## config.mk

```make
export PLATFORM = sky130hd
export DESIGN_NAME = char_class_escape_encoder
export DESIGN_NICKNAME = d
export VERILOG_FILES = /design/src/ccee_pkg.sv /design/src/ccee_front.sv /design/src/ccee_fifo.sv /design/src/ccee_back.sv /design/src/char_class_escape_encoder.sv
export SDC_FILE = /design/constraint.sdc
export NUM_CORES = 1
export LEC_CHECK = 0
export BUFFER_PORTS_ARGS = -buffer_cell sky130_fd_sc_hd__buf_4
export CAP_MARGIN = 20
export CORE_MARGIN = 2
export CORE_UTILIZATION = 43
export CTS_BUF_LIST = sky130_fd_sc_hd__clkbuf_8
export DETAILED_ROUTE_END_ITERATION = 10
export SYNTH_ARGS = -nofsm -noshare
export SYNTH_HDL_FRONTEND = slang
export SYNTH_SLANG_ARGS = --single-unit
export TNS_END_PERCENT = 20
```

## constraint.sdc

```tcl
create_clock -name clock -period 3 [get_ports clock]
set_input_delay 0.75 -clock clock [delete_from_list [all_inputs] [get_ports clock]]
set_output_delay 0.75 -clock clock [all_outputs]
set_load 0.01 [all_outputs]
```

## src/ccee_pkg.sv

```systemverilog
// ----------------------------------------------------------------------------
// ccee_pkg: shared types and constants of the escape encoder
// Character codes, keep-mask bit positions and the escape descriptor that
// travels from the classifier to the serializer.
// ----------------------------------------------------------------------------
`default_nettype none

package ccee_pkg;

   // keep mask bit positions
   localparam int unsigned CLS_UPPER   = 0;
   localparam int unsigned CLS_LOWER   = 1;
   localparam int unsigned CLS_DIGIT   = 2;
   localparam int unsigned CLS_DASH    = 3;
   localparam int unsigned CLS_UNDER   = 4;
   localparam int unsigned CLS_DOT     = 5;
   localparam int unsigned CLS_SPACE   = 6;
   localparam int unsigned CLS_TAB     = 7;
   localparam int unsigned CLS_NEWLINE = 8;
   localparam int unsigned KEEP_W      = 9;

   // character codes
   localparam logic [7:0] CHR_BS     = 8'h5C;
   localparam logic [7:0] CHR_T      = 8'h74;
   localparam logic [7:0] CHR_R      = 8'h72;
   localparam logic [7:0] CHR_N      = 8'h6E;
   localparam logic [7:0] CHR_ZERO   = 8'h30;
   localparam logic [7:0] CHR_NINE   = 8'h39;
   localparam logic [7:0] CHR_UP_A   = 8'h41;
   localparam logic [7:0] CHR_UP_Z   = 8'h5A;
   localparam logic [7:0] CHR_LO_A   = 8'h61;
   localparam logic [7:0] CHR_LO_Z   = 8'h7A;
   localparam logic [7:0] CHR_DASH   = 8'h2D;
   localparam logic [7:0] CHR_UNDER  = 8'h5F;
   localparam logic [7:0] CHR_DOT    = 8'h2E;
   localparam logic [7:0] CHR_SPACE  = 8'h20;
   localparam logic [7:0] CHR_TAB    = 8'h09;
   localparam logic [7:0] CHR_BSPACE = 8'h08;
   localparam logic [7:0] CHR_LF     = 8'h0A;
   localparam logic [7:0] CHR_CR     = 8'h0D;

   // descriptor queue
   localparam int unsigned FIFO_DEPTH = 4;
   localparam int unsigned FIFO_PTR_W = $clog2(FIFO_DEPTH);
   localparam int unsigned FIFO_CNT_W = $clog2(FIFO_DEPTH + 1);

   // up to four output characters for one input byte
   typedef struct packed {
      logic [3:0][7:0] chars;
      logic [1:0]      last_idx;
   } esc_desc_type;

endpackage

`default_nettype wire

```

## src/ccee_front.sv

```systemverilog
// ----------------------------------------------------------------------------
// ccee_front: keep-mask register and byte classifier
// Decides per input byte whether it passes or is escaped and builds the
// full character sequence for the serializer.
// ----------------------------------------------------------------------------
`default_nettype none

module ccee_front (
   input  wire                         clock,
   input  wire                         reset,
   input  wire                         csr_we,
   input  wire  [ccee_pkg::KEEP_W-1:0] csr_wdata,
   input  wire  [7:0]                  byte_in,
   output ccee_pkg::esc_desc_type      desc
);
   import ccee_pkg::*;

   logic [KEEP_W-1:0] keep_ff;
   logic [KEEP_W-1:0] keep_in;
   logic              kept;
   logic [2:0]        dig2;
   logic [2:0]        dig1;
   logic [2:0]        dig0;

   // keep mask register
   always_comb begin
      keep_in = csr_we ? csr_wdata : keep_ff;
   end

   always_ff @(posedge clock) begin
      if (reset) begin
         keep_ff <= '0;
      end else begin
         keep_ff <= keep_in;
      end
   end

   // class membership
   always_comb begin
      kept = (keep_ff[CLS_UPPER] && byte_in >= CHR_UP_A && byte_in <= CHR_UP_Z)
          || (keep_ff[CLS_LOWER] && byte_in >= CHR_LO_A && byte_in <= CHR_LO_Z)
          || (keep_ff[CLS_DIGIT] && byte_in >= CHR_ZERO && byte_in <= CHR_NINE)
          || (keep_ff[CLS_DASH] && byte_in == CHR_DASH)
          || (keep_ff[CLS_UNDER] && byte_in == CHR_UNDER)
          || (keep_ff[CLS_DOT] && byte_in == CHR_DOT)
          || (keep_ff[CLS_SPACE] && byte_in == CHR_SPACE)
          || (keep_ff[CLS_TAB] && byte_in == CHR_TAB)
          || (keep_ff[CLS_NEWLINE] && (byte_in == CHR_LF || byte_in == CHR_CR));
   end

   // octal digits, most significant first
   assign dig2 = {1'b0, byte_in[7:6]};
   assign dig1 = byte_in[5:3];
   assign dig0 = byte_in[2:0];

   // character sequence; line feed and carriage return letters are intentionally swapped, backspace gives t
   always_comb begin
      desc.chars    = '0;
      desc.last_idx = 2'd1;
      if (kept) begin
         desc.chars[0] = byte_in;
         desc.last_idx = 2'd0;
      end else begin
         desc.chars[0] = CHR_BS;
         priority if (byte_in == CHR_BSPACE) begin
            desc.chars[1] = CHR_T;
         end else if (byte_in == CHR_LF) begin
            desc.chars[1] = CHR_R;
         end else if (byte_in == CHR_CR) begin
            desc.chars[1] = CHR_N;
         end else if (byte_in == CHR_BS) begin
            desc.chars[1] = CHR_BS;
         end else if (dig2 != 3'd0) begin
            desc.chars[1] = CHR_ZERO | {5'd0, dig2};
            desc.chars[2] = CHR_ZERO | {5'd0, dig1};
            desc.chars[3] = CHR_ZERO | {5'd0, dig0};
            desc.last_idx = 2'd3;
         end else if (dig1 != 3'd0) begin
            desc.chars[1] = CHR_ZERO | {5'd0, dig1};
            desc.chars[2] = CHR_ZERO | {5'd0, dig0};
            desc.last_idx = 2'd2;
         end else begin
            desc.chars[1] = CHR_ZERO | {5'd0, dig0};
         end
      end
   end

endmodule

`default_nettype wire

```

## src/ccee_fifo.sv

```systemverilog
// ----------------------------------------------------------------------------
// ccee_fifo: descriptor queue
// Short first-in first-out queue that decouples the classifier from the
// serializer.
// ----------------------------------------------------------------------------
`default_nettype none

module ccee_fifo (
   input  wire                     clock,
   input  wire                     reset,
   input  wire                     push,
   input  ccee_pkg::esc_desc_type  push_desc,
   input  wire                     pop,
   output ccee_pkg::esc_desc_type  head_desc,
   output logic                    full,
   output logic                    empty
);
   import ccee_pkg::*;

   esc_desc_type            slot_ff [FIFO_DEPTH];
   logic [FIFO_PTR_W-1:0]   wr_ptr_ff;
   logic [FIFO_PTR_W-1:0]   wr_ptr_in;
   logic [FIFO_PTR_W-1:0]   rd_ptr_ff;
   logic [FIFO_PTR_W-1:0]   rd_ptr_in;
   logic [FIFO_CNT_W-1:0]   count_ff;
   logic [FIFO_CNT_W-1:0]   count_in;
   logic                    do_push;
   logic                    do_pop;

   assign full      = (count_ff == FIFO_CNT_W'(FIFO_DEPTH));
   assign empty     = (count_ff == '0);
   assign do_push   = push && !full;
   assign do_pop    = pop && !empty;
   assign head_desc = slot_ff[rd_ptr_ff];

   // pointer and fill count update
   always_comb begin
      wr_ptr_in = do_push ? wr_ptr_ff + 1'b1 : wr_ptr_ff;
      rd_ptr_in = do_pop ? rd_ptr_ff + 1'b1 : rd_ptr_ff;
      count_in  = count_ff;
      if (do_push && !do_pop) begin
         count_in = count_ff + 1'b1;
      end else if (do_pop && !do_push) begin
         count_in = count_ff - 1'b1;
      end
   end

   always_ff @(posedge clock) begin
      if (reset) begin
         wr_ptr_ff <= '0;
         rd_ptr_ff <= '0;
         count_ff  <= '0;
      end else begin
         wr_ptr_ff <= wr_ptr_in;
         rd_ptr_ff <= rd_ptr_in;
         count_ff  <= count_in;
      end
   end

   // storage
   always_ff @(posedge clock) begin
      if (do_push) begin
         slot_ff[wr_ptr_ff] <= push_desc;
      end
   end

endmodule

`default_nettype wire

```

## src/ccee_back.sv

```systemverilog
// ----------------------------------------------------------------------------
// ccee_back: character serializer
// Walks the head descriptor into a registered output stage one character per
// cycle unless stalled, and releases the descriptor with its last character.
// ----------------------------------------------------------------------------
`default_nettype none

module ccee_back (
   input  wire                     clock,
   input  wire                     reset,
   input  ccee_pkg::esc_desc_type  head_desc,
   input  wire                     empty,
   output logic                    pop,
   output logic                    rsp_tvalid,
   input  wire                     rsp_tready,
   output logic [7:0]              rsp_tdata,
   output logic                    rsp_tlast
);
   import ccee_pkg::*;

   logic [1:0] idx_ff;
   logic [1:0] idx_in;
   logic       valid_ff;
   logic       valid_in;
   logic [7:0] data_ff;
   logic [7:0] data_in;
   logic       last_ff;
   logic       last_in;
   logic       advance;
   logic       at_last;

   assign advance = !valid_ff || rsp_tready;
   assign at_last = (idx_ff == head_desc.last_idx);
   assign pop     = advance && !empty && at_last;

   // next character selection
   always_comb begin
      idx_in   = idx_ff;
      valid_in = valid_ff;
      data_in  = data_ff;
      last_in  = last_ff;
      if (advance) begin
         valid_in = !empty;
         if (!empty) begin
            data_in = head_desc.chars[idx_ff];
            last_in = at_last;
            idx_in  = at_last ? 2'd0 : idx_ff + 2'd1;
         end
      end
   end

   // control state
   always_ff @(posedge clock) begin
      if (reset) begin
         idx_ff   <= '0;
         valid_ff <= 1'b0;
      end else begin
         idx_ff   <= idx_in;
         valid_ff <= valid_in;
      end
   end

   // output payload
   always_ff @(posedge clock) begin
      data_ff <= data_in;
      last_ff <= last_in;
   end

   assign rsp_tvalid = valid_ff;
   assign rsp_tdata  = data_ff;
   assign rsp_tlast  = last_ff;

endmodule

`default_nettype wire

```

## src/char_class_escape_encoder.sv

```systemverilog
// ----------------------------------------------------------------------------
// char_class_escape_encoder: byte string escape encoder
// Passes bytes of enabled character classes and escapes all others with
// backslash letter, doubled backslash or backslash octal sequences.
// ----------------------------------------------------------------------------
// One input byte per transaction yields one to four output characters; the
// last one is marked with rsp_tlast. The output port moves one character
// per cycle while rsp_tready is high; a kept byte gives one character, a
// letter, backslash or one-digit octal escape two, a two-digit octal escape
// three and a three-digit octal escape four. Input bytes are classified on
// arrival and queued in a four-entry descriptor queue, so a new byte is
// taken every cycle while the queue has room, even when the output is stalled.
// Each byte passes through its queue slot and then the registered output
// stage. The keep mask (csr_wdata) is written with csr_we and must only
// change while no byte is in flight; bits from low to high enable
// capitals, lowercase, digits, dash, underscore, dot, space, tab and
// newlines (10 and 13). Note that an escaped byte 10 gives backslash r
// and byte 13 gives backslash n.
`default_nettype none

module char_class_escape_encoder (
   input  wire                         clock,
   input  wire                         reset,
   input  wire                         csr_we,
   input  wire  [ccee_pkg::KEEP_W-1:0] csr_wdata,  // keep_classes
   input  wire                         req_tvalid,
   output logic                        req_tready,
   input  wire  [7:0]                  req_tdata,  // [7:0] byte_in
   output logic                        rsp_tvalid,
   input  wire                         rsp_tready,
   output logic [7:0]                  rsp_tdata,  // [7:0] byte_out
   output logic                        rsp_tlast   // run_end
);
   import ccee_pkg::*;

   esc_desc_type new_desc;
   esc_desc_type head_desc;
   logic         fifo_full;
   logic         fifo_empty;
   logic         fifo_pop;

   assign req_tready = !fifo_full;

   // classifier
   ccee_front u_front (
      .clock     (clock),
      .reset     (reset),
      .csr_we    (csr_we),
      .csr_wdata (csr_wdata),
      .byte_in   (req_tdata),
      .desc      (new_desc)
   );

   // descriptor queue
   ccee_fifo u_fifo (
      .clock     (clock),
      .reset     (reset),
      .push      (req_tvalid),
      .push_desc (new_desc),
      .pop       (fifo_pop),
      .head_desc (head_desc),
      .full      (fifo_full),
      .empty     (fifo_empty)
   );

   // serializer
   ccee_back u_back (
      .clock      (clock),
      .reset      (reset),
      .head_desc  (head_desc),
      .empty      (fifo_empty),
      .pop        (fifo_pop),
      .rsp_tvalid (rsp_tvalid),
      .rsp_tready (rsp_tready),
      .rsp_tdata  (rsp_tdata),
      .rsp_tlast  (rsp_tlast)
   );

endmodule

`default_nettype wire

```

==> flow_summary_export.csv <==
group,metric,value,unit
status,status,"finished, final reports clean",
grt,grt_max_degree,25,
place,place_inst,551,
clock_tree,clk_pin_slew_worst_paths,0.07,ns
final_layout,final_cell_mix,"edfxtp_1 (105), buf_4 (48), nor2_1 (32), mux4_2 (27), dfxtp_1 (21)",
power,peakVddDrop,0.209,mV
sta,fin_skew,0.00778,ns
clock_tree,cts_resized,0,
floorplanning,die_h,117,µm
sta,tightestPinTransition,0.688,ns
place,post-dp-hpwl,6830,µm
clock_tree,htreeDepth,4,
clock_tree,clock_sinks,126,
routing,viasPerCell,5.34,
setup_path,path_class,"flip-flop to flip-flop",
routing,postRouteAntennaNets,0,
setup_path,crit_chain,"mux4_2, xor2_2, nor3b_2, inv_1, ha_1, inv_1, fa_1, xor2_1, or3_1, a21oi_1",
final_layout,layout.area.seq,0.00357,mm²
sta,slew-limit-headroom,0.539,
final_layout,fill_cells,1091,
setup_path,crit_path_end_kind,"flip-flop",
floorplanning,initial_utilization,0.438,
power,p_total,4.68,mW
routing,wirelength,10500,µm
final_layout,instances_no_fill,584,
routing,first_pass_iters,4,
clock_tree,clk-insertion-delay-late,0.42,ns
sta,final.period_utilization,0.908,
synth,yosys_warnings,0,
sta,whs,0.474,ns
synth,syn_avg_cell_area,15.4,µm²
min_path,hold_class,"flip-flop to flip-flop",
sta,maxSlewViolCount,0,
clock_tree,root_buffer,"clkbuf_8",
sta,rsz0062_at_grt,"false",
clock_tree,hold_buffers,0,
power,power_leakage,2.18,nW
synth,synth_ff_type,"edfxtp_1",
setup_path,crit_fanout,4,
final_layout,antenna_cells,0,
floorplanning,core,0.0125,mm²
floorplanning,dieArea,0.0137,mm²
grt,antenna_found_initial,0,
power,p_per_area,742,mW/mm²
synth,synth_cells,356,
setup_path,path_common_cell,"inv_1",
place,gp_congestion,0.855,
routing,drt-initial-drc-count,171,
final_layout,design_area,0.00631,mm²
synth,synth-seq-cells,126,
floorplanning,ios,33,
grt,grt_overflow,0,
place,place_area,0.00593,mm²
floorplanning,placementRows,41,
sta,finalSetupViolCount,0,
floorplanning,die_w,117,µm
synth,synthDistinctLibCells,61,
setup_path,crit_required,3.36,ns
run,cap_viol_max_count,0,
synth,synthArstFlopShare,0,
synth,synth_area,0.00548,mm²
grt,grt_pass1_vias,3204,
sta,finalWorstSetupSlack,0.277,ns
final_layout,nets,427,
synth,yosysSeqAreaShare,0.652,
setup_path,worstPathArrival,3.08,ns
grt,grt_first_pass_wirelength,16900,µm
final_layout,multiInputGateArea,0.00175,mm²
clock_tree,numCtsBuffers,17,
place,dp_slack,-0.143,ns
clock_tree,cts_buffer_depth,2,
setup_path,cpPeakStageDelay,0.59,ns
routing,wl_per_cell,17.9,µm
setup_path,r2r_setup_slack,0.28,ns
clock_tree,cts_tree,"yes",
final_layout,drive_gt1_frac,0.272,
sta,timing.fmax,0.367,GHz
routing,vias,3121,
setup_path,worstSetupStartpointType,"flip-flop",
final_layout,layout_commonest_cell,"edfxtp_1",
clock_tree,postCtsSetupBuffers,0,
sta,hold_violations,0,
final_layout,syn_to_final_growth,15.1,%
sta,period_needed,2.72,ns
routing,drc,0,
place,portBuffers,32,
setup_path,critPathSlowestCell,"mux4_2",
grt,grt_use_total,0.171,
synth,synth-edff-count,105,
-- critical path, delay by kind of cell (launching register included) --
kind	cells	cell delay, ns
AOI/OAI and AO/OA	1	0.14
adders and majority gates	2	0.55
muxes	1	0.59
buffers and inverters	2	0.14
and+or+nand+nor	2	0.41
xor gates and xnor gates	2	0.42
DFF	1	0.41
-- path summary, 6_finish.rpt --
path	start	endpoint	cells past startpoint
setup reg to reg	flip-flop	u_fifo.count_ff[2]	10
hold reg to reg	u_back.rsp_tvalid	u_back.rsp_tvalid	2
hold / removal	u_back.rsp_tvalid	u_back.rsp_tvalid	2
setup / recovery	flip-flop	u_fifo.count_ff[2]	10
-- flip-flops by register name (all words and copies together), names as in the netlist, named ones only --
register / flops
u_back.idx_ff: 2
u_fifo.rd_ptr_ff: 2
u_front.keep_ff: 9
u_back.rsp_tlast: 1
u_back.rsp_tvalid: 1
u_back.rsp_tdata: 8
u_fifo.count_ff: 3
u_fifo.slot_ff: 96
u_fifo.wr_ptr_ff: 2
-- cell usage after synthesis (all sizes together) (2+ instances only) --
cell type / number / area, µm²
and4b: 2 / 20.0
xor2: 3 / 33.8
nand2: 12 / 45.0
o21bai: 3 / 22.5
nor3: 5 / 25.0
o22ai: 2 / 12.5
mux2i: 11 / 110
nor4: 6 / 37.5
edfxtp: 105 / 3150
o21a: 6 / 45.0
o211ai: 2 / 15.0
nand2b: 3 / 18.8
a311oi: 2 / 17.5
dfxtp: 21 / 420
nor2b: 2 / 12.5
mux4: 27 / 608
buf: 13 / 77.6
xnor2: 2 / 25.0
nor2: 32 / 120
clkbuf: 15 / 57.6
and3: 3 / 18.8
o21ai: 7 / 35.0
nand3b: 2 / 15.0
a21oi: 13 / 65.1
nor4bb: 3 / 36.3
a211oi: 3 / 22.5
nor3b: 7 / 57.6
or4b: 3 / 30.0
nand3: 2 / 10.0
inv: 8 / 30.0
and2: 5 / 31.3
ha: 5 / 62.6
a21boi: 2 / 15.0
mux2: 3 / 33.8
-- power by group --
group / switching, mW / internal [mW] / leakage (nW)
clock: 0.594 / 0.756 / 0.213
sequential: 0.101 / 2.20 / 1.10
combinational: 0.547 / 0.481 / 0.864
-- final cells by class --
cell class              instances  share of cell area
flip-flops and latches        126               0.567
multi-input cells             197               0.278
repair buffers                 49              0.0579
clock buffers                  19              0.0415
well taps                     172              0.0341
clock inverters                13              0.0171
inverters                       8             0.00476
-- stage by stage --
stage                     utilization  setup TNS, ns
after floorplan                     -              0
after global placement          0.474        -0.0537
after detailed placement        0.474         -0.573
after CTS                       0.503              0
after global routing            0.504              0
final                           0.504              0
-- per-layer routing --
layer  part of all wire  track usage  vias up  routed length [µm]
met5                  0            0        -                   0
met4              0.017       0.0737        0                 175
met3              0.044       0.0427       15                 458
met2               0.50        0.282       83                5270
met1               0.44        0.218     1560                4570
li1                   -            -     1463                   -
-- kinds of logic (layout without fill, tap and decap cells) --
| family | Yosys count | after routing | share of synthesized area |
|---|---|---|---|
| AOI/OAI and AO/OA | 47 | 47 | 0.0573 |
| xor gates and xnor gates | 5 | 5 | 0.0107 |
| adders and majority gates | 6 | 6 | 0.0151 |
| buffers and inverters | 36 | 89 | 0.0301 |
| DFF | 126 | 126 | 0.652 |
| muxes | 41 | 41 | 0.137 |
| other | 1 | 4 | 0.000684 |
| and+or+nand+nor | 94 | 94 | 0.0968 |
Note: power is estimated with default switching activity, not from simulation.
